File: src/rtl/core/jers_pkg.sv
// jers_pkg: shared constants, types and helpers for the edge reconstruction stencil
// used by jers_line_buf, jers_stencil and jacobi_edge_reconstruct_stencil
// no dependencies
package jers_pkg;

    localparam int MAX_ROW_LENGTH = 2048;
    localparam int COL_W          = $clog2(MAX_ROW_LENGTH);
    localparam int CFG_DATA_W     = 12;
    localparam int CFG_INDEX_W    = 2;
    localparam int ROW_W          = 12;
    localparam int VALUE_W        = 32;
    localparam int EDGE_W         = 16;
    localparam int SUM_W          = 35;

    localparam logic OP_PIXEL = 1'b0;
    localparam logic OP_DRAIN = 1'b1;

    localparam logic [CFG_INDEX_W-1:0] CFG_ROW_LENGTH = 2'd0;
    localparam logic [CFG_INDEX_W-1:0] CFG_ROW_COUNT  = 2'd1;

    typedef logic [COL_W-1:0] col_t;

    // one column of the line buffer: row one back, row two back, edges of row one back
    typedef struct packed {
        logic signed [VALUE_W-1:0] prev;
        logic signed [VALUE_W-1:0] older;
        logic signed [EDGE_W-1:0]  edg;
    } entry_t;

    typedef struct packed {
        col_t   rd_addr;
        logic   wr_en;
        col_t   wr_addr;
        entry_t wr_data;
        logic   head_load;
    } lb_req_t;

    // last column index for a row length write, clamped to 1..MAX_ROW_LENGTH
    function automatic col_t last_col_of(input logic [CFG_DATA_W-1:0] d);
        logic [31:0] v;
        v = {{(32-CFG_DATA_W){1'b0}}, d};
        if (v == 32'd0) begin
            v = 32'd1;
        end
        if (v > 32'(MAX_ROW_LENGTH)) begin
            v = 32'(MAX_ROW_LENGTH);
        end
        v = v - 32'd1;
        return v[COL_W-1:0];
    endfunction

endpackage

File: src/rtl/core/jers_stencil.sv
// jers_stencil: four-point sum minus scaled edge, divided by four, saturated
// depends on jers_pkg
module jers_stencil
    import jers_pkg::*;
(
    input  logic signed [VALUE_W-1:0] left_v,
    input  logic signed [VALUE_W-1:0] right_v,
    input  logic signed [VALUE_W-1:0] up_v,
    input  logic signed [VALUE_W-1:0] down_v,
    input  logic signed [EDGE_W-1:0]  edge_v,
    output logic signed [VALUE_W-1:0] result
);

    logic signed [SUM_W-1:0] sum;
    logic signed [SUM_W-1:0] quot;
    logic signed [SUM_W-1:0] edge_q;

    always_comb begin
        // edge is an integer, scale to q23.8
        edge_q = SUM_W'($signed({edge_v, 8'b0}));
        sum = SUM_W'(left_v) + SUM_W'(right_v) + SUM_W'(up_v) + SUM_W'(down_v) - edge_q;
        quot = sum >>> 2;
        if (quot[SUM_W-1:VALUE_W-1] == '0 || quot[SUM_W-1:VALUE_W-1] == '1) begin
            result = quot[VALUE_W-1:0];
        end else if (quot[SUM_W-1]) begin
            result = {1'b1, {(VALUE_W-1){1'b0}}};
        end else begin
            result = {1'b0, {(VALUE_W-1){1'b1}}};
        end
    end

endmodule

File: config.mk
export PLATFORM = sky130hd
export DESIGN_NAME = jers_stencil
export DESIGN_NICKNAME = d
export VERILOG_FILES = /design/src/rtl/core/jers_pkg.sv /design/src/rtl/core/jers_stencil.sv
export SDC_FILE = /design/constraint.sdc
export NUM_CORES = 1
export LEC_CHECK = 0
export ABC_AREA = 1
export BUFFER_PORTS_ARGS = -buffer_cell sky130_fd_sc_hd__buf_2
export CORE_MARGIN = 1
export CORE_UTILIZATION = 45
export DETAILED_ROUTE_END_ITERATION = 12
export PLACE_DENSITY = 0.8
export SETUP_SLACK_MARGIN = 0.02
export SLEW_MARGIN = 20
export SYNTH_ARGS = -nofsm -noshare
export SYNTH_HDL_FRONTEND = slang
export SYNTH_SLANG_ARGS = --single-unit
File: constraint.sdc
create_clock -name vclk -period 7.2
set_input_delay 0.72 -clock vclk [all_inputs]
set_output_delay 0.72 -clock vclk [all_outputs]
set_load 0.01 [all_outputs]
Word level (Yosys, flattened, before mapping)
Cells that the tools add are included.
{"block": "totals", "register_bits": 0, "in_bits": 144}
{"block": "classes", "n_addsub": 4, "eq_ne": 1, "muxes": 2, "reduce_logical": 2}
{"operator": "$mux 32", "n": 2}
{"operator": "$add 34x32->35", "n": 1}
{"operator": "$sub 35x24->35", "n": 1}
{"operator": "$add 33x32->34", "n": 1}
{"operator": "$add 32x32->33", "n": 1}
{"operator": "$eq 4x4->1 const B", "n": 1}
{"operator": "$logic_not 4->1", "n": 1}
{"operator": "$logic_or 1x1->1", "n": 1}

Longest topological paths before layout
{"block": "depth", "depth_word": 7, "mapped_depth": 23}

Worst setup path after synthesis
Ideal clock, no wire load.
{"block": "synth_path", "path_type": "input to output", "startpoint": "in edge_v[15]", "endpoint": "out result[18]", "arrival_ns": 3.977, "slack_ns": 2.503, "stages": 17, "n_path_buf": 0, "cell_sequence": "inv_1 > fa_1 > fa_1 > inv_1 > fa_1 > inv_1 > ha_1 > a21oi_1 > nor2_1 > o21ai_1 > nand2_1 > a21oi_1 > nand2_1 > nand2_1 > nand2_2 > nor2_4 > o21ai_2"}
{"block": "synth_between", "elab_chain_len": 4}
{"item": "start, declared", "line": "jers_stencil.sv:10", "rtl": "input logic signed [EDGE_W-1:0] edge_v,"}
{"item": "$sub 35x24->35 *", "line": "jers_stencil.sv:21", "rtl": "sum = SUM_W'(left_v) + SUM_W'(right_v) + SUM_W'(up_v) + SUM_W'(down_v) - edge_q;"}
{"item": "$eq 4x4->1 / $logic_not 4->1 (equally long branches)", "line": "jers_stencil.sv:23", "rtl": "if (quot[SUM_W-1:VALUE_W-1] == '0 || quot[SUM_W-1:VALUE_W-1] == '1) begin"}
{"item": "$logic_or 1x1->1", "line": "jers_stencil.sv:23"}
{"item": "$mux 32 *", "line": "jers_stencil.sv:23"}
{"item": "end, declared", "line": "jers_stencil.sv:11", "rtl": "output logic signed [VALUE_W-1:0] result"}
Every way passes the cells marked *; elsewhere a longest branch is shown, timed or not.

Worst setup path after layout
{"block": "layout_path", "startpoint": "in edge_v[15]", "endpoint": "out result[22]"}
Same word-level chain as after synthesis.

==> results.txt <==
----------------------------------------------------
[Yosys]
  Sequential element share of the synthesized area ... 0%
  Post-Syn Nets ... ~1000
  Netlist area before placement ... roughly 0.005 mm^2
  Post-synthesis average cell area ... ~6.8 um^2
  Number of distinct library cells after synthesis ... 27
  Area fraction of the dominant cell type after synthesis ... a little over a third
  Largest cells by area after synthesis ... sky130_fd_sc_hd__fa_1, sky130_fd_sc_hd__inv_1, sky130_fd_sc_hd__nand2_1
  Post-synthesis cell count ... 730
  Count of yosys warnings during synthesis ... 0
  Post-synth top area cell ... sky130_fd_sc_hd__fa_1

[Route]
  Initial DRC Count ... 206
  Aggregate routed wire length ... between 10000 and 15000 um
  Average wire per cell in the routed design ... between 10 and 15 um
  DRT Pass-1 Iters ... 5
  DRC Markers ... 0
  Remaining antenna violation count ... 0
  DR vias ... a little under 5000
  Vias per cell ... about 4.6

[Cells and area]
  Register area ... 0 um^2
  Filler-free cell count of the finished design ... about 1000
  Final layout net count ... 1177
  Number of clock-tree buffers in the layout ... 0
  Share of cells above drive strength 1 ... about 22%
  Antenna diode instance count ... 0
  Count of sequential standard cells ... 0
  Post-Route Utilization ... between 50 and 60%
  Synthesis-to-finish area growth ... 20.0%

[Global routing]
  Total routing usage reported by global routing ... approximately a fifth
  Largest net degree at the start of global routing ... 32
  First-pass GRT wire length ... between 15000 and 20000 um
  Number of antenna violations at the first check in global routing ... 0
  Number of global-route vias before repair ... roughly 4800
  Total overflow reported by the global router ... 0

[Die]
  Core footprint ... between 0.01 and 0.015 mm^2
  Row Count ... 38
  Initial cell density of the core ... a little under half
  Die Wd ... ~110 um
  Count of boundary I/O pins ... ~180
  Die Area ... approximately 0.012 mm^2
  Die boundary height ... approximately 110 um

[Placement]
  Final RePlAce weighted congestion ... approximately 0.87
  Cell Count Post-Placement ... 1041
  Port Buf Inserts ... 176
  Detailed-placement wirelength estimate ... approximately 11000 um

[Hold path]
  Destination of the worst hold path ... result[4]
  Hold Crit Depth ... 8
  Worst min-delay path class ... primary input to output pin
  Startpoint of the lowest-slack hold path ... down_v[0]

[Worst setup path]
  Critical Path End Type ... output pin
  Maximum net fanout on the critical path ... 22
  Type of the setup path with the least slack ... primary input to output pin
  CP startpoint kind ... primary input
  Critical Path RT ... ~6.5 ns
  Arrival time worst endpoint ... roughly 5 ns

[Run status]
  Outcome ... completed

[Timing]
  Headroom to the max-slew limit ... approximately 64%
  Unrepaired setup endpoints after global routing ... no
  Fin. Hold Viols ... 0
  Worst slew pin tran ... roughly 0.54 ns
  Slew Limit Fails ... 0
  Post-route fraction of the period consumed by the critical path ... around 78%
  Final number of setup-violating endpoints ... 0
  Achievable Freq ... roughly 0.18 GHz
  Final-layout worst hold slack ... around 2.2 ns
  Total negative slack for setup checks ... 0 ns
  Shortest period the worst path allows ... between 5 and 6 ns

[Power]
  Static leakage ... 3.72 nW
  Worst vdd ir ... between 0.4 and 0.5 mV
  Power density normalized to cell area ... between 400 and 500 mW/mm^2

[Clock network]
  Number of instances resized during post-cts repair ... 0
  Number of setup buffers added after CTS ... 0
  CTS hold repair buffers ... 0

[Run]
  Max cap viols ... 0

----------------------------------------------------
[worst max path at each step]
| stage | depth (start not counted) | from | end |
|---|---|---|---|
| CTS | 18 | edge_v[15] | result[22] |
| global route | 20 | edge_v[15] | result[22] |
| floorplan | 17 | edge_v[15] | result[18] |
| detailed placement | 18 | edge_v[15] | result[22] |
| finish | 18 | edge_v[15] | result[22] |
| global placement | 18 | edge_v[15] | result[22] |
[cells in the final DEF, fill, tap and decap left out, types with 8 or more instances in the layout]
cell                      count
sky130_fd_sc_hd__a21oi_1     39
sky130_fd_sc_hd__buf_2      176
sky130_fd_sc_hd__fa_1        90
sky130_fd_sc_hd__ha_1        40
sky130_fd_sc_hd__inv_1      230
sky130_fd_sc_hd__nand2_1    168
sky130_fd_sc_hd__nand2_2      8
sky130_fd_sc_hd__nand3_1     20
sky130_fd_sc_hd__nor2_1      50
sky130_fd_sc_hd__o21ai_0     16
sky130_fd_sc_hd__o21ai_2      9
sky130_fd_sc_hd__xnor2_1      8
sky130_fd_sc_hd__xor2_1      16
[per-stage QoR]
stage	area, um^2	setup WS (ns)	power, mW
floorplan	4990	2.50	1.84
CTS	5990	1.62	2.56
global route	5990	1.30	2.89
detailed placement	5990	1.64	2.54
global placement	5990	1.69	2.53
finish	5990	1.62	2.54
[worst max-delay path, cell delays in order]
cell                      delay (ns)
sky130_fd_sc_hd__buf_2          0.10
sky130_fd_sc_hd__inv_1          0.31
sky130_fd_sc_hd__fa_1           0.51
sky130_fd_sc_hd__fa_1           0.50
sky130_fd_sc_hd__inv_1          0.05
sky130_fd_sc_hd__fa_1           0.47
sky130_fd_sc_hd__inv_1          0.04
sky130_fd_sc_hd__ha_1           0.33
sky130_fd_sc_hd__a21oi_1        0.27
sky130_fd_sc_hd__o21a_1         0.19
sky130_fd_sc_hd__nand2_1        0.09
sky130_fd_sc_hd__a21oi_1        0.21
sky130_fd_sc_hd__nand2_1        0.10
sky130_fd_sc_hd__nand2_2        0.10
sky130_fd_sc_hd__nand3_2        0.44
sky130_fd_sc_hd__nand2_1        0.21
sky130_fd_sc_hd__nand2_1        0.07
sky130_fd_sc_hd__buf_2          0.16
[routing by layer]
metal,GRT usage (%),vias up,wire length (um)
met5,0,-,0
met1,25.3,2195,4610
met3,1.33,14,726
li1,-,2470,-
met4,2.45,0,156
met2,40.5,160,5730
[cell usage after synthesis, types with 3 or more instances]
cell type and number:
sky130_fd_sc_hd__a21o_1 3, sky130_fd_sc_hd__ha_1 40, sky130_fd_sc_hd__nand2_1 168, sky130_fd_sc_hd__buf_6 5
sky130_fd_sc_hd__o21ai_0 16, sky130_fd_sc_hd__o21ai_2 9, sky130_fd_sc_hd__xnor2_1 8, sky130_fd_sc_hd__nand3_2 3
sky130_fd_sc_hd__xor2_1 16, sky130_fd_sc_hd__nor2_1 50, sky130_fd_sc_hd__nand2_2 8, sky130_fd_sc_hd__nand4_1 3
sky130_fd_sc_hd__nand3_1 20, sky130_fd_sc_hd__a21oi_1 39, sky130_fd_sc_hd__o21bai_1 6, sky130_fd_sc_hd__fa_1 90
sky130_fd_sc_hd__inv_1 230
[logic make-up (layout without fill, tap and decap cells)]
group | Yosys count | in the layout | synth area share (%)
AND/OR/NAND/NOR | 263 | 263 | 22.1
adder cells (fa/ha/maj) | 130 | 130 | 46.2
buffers and inverters | 235 | 406 | 18.4
XOR/XNOR | 24 | 24 | 4.21
AO/OA/AOI/OAI | 78 | 78 | 9.11
[power breakdown]
group | switching [mW] | internal, mW
clock | 0 | 0
combinational | 1.58 | 0.960
sequential | 0 | 0
[final cells by class]
type,count,area [um^2]
Fill cell,1084,4850
Inverter,230,863
Tap cell,140,175
Timing Repair Buffer,176,881
Multi-Input combinational cell,495,4070
Note: power is estimated with default switching activity, not from simulation.
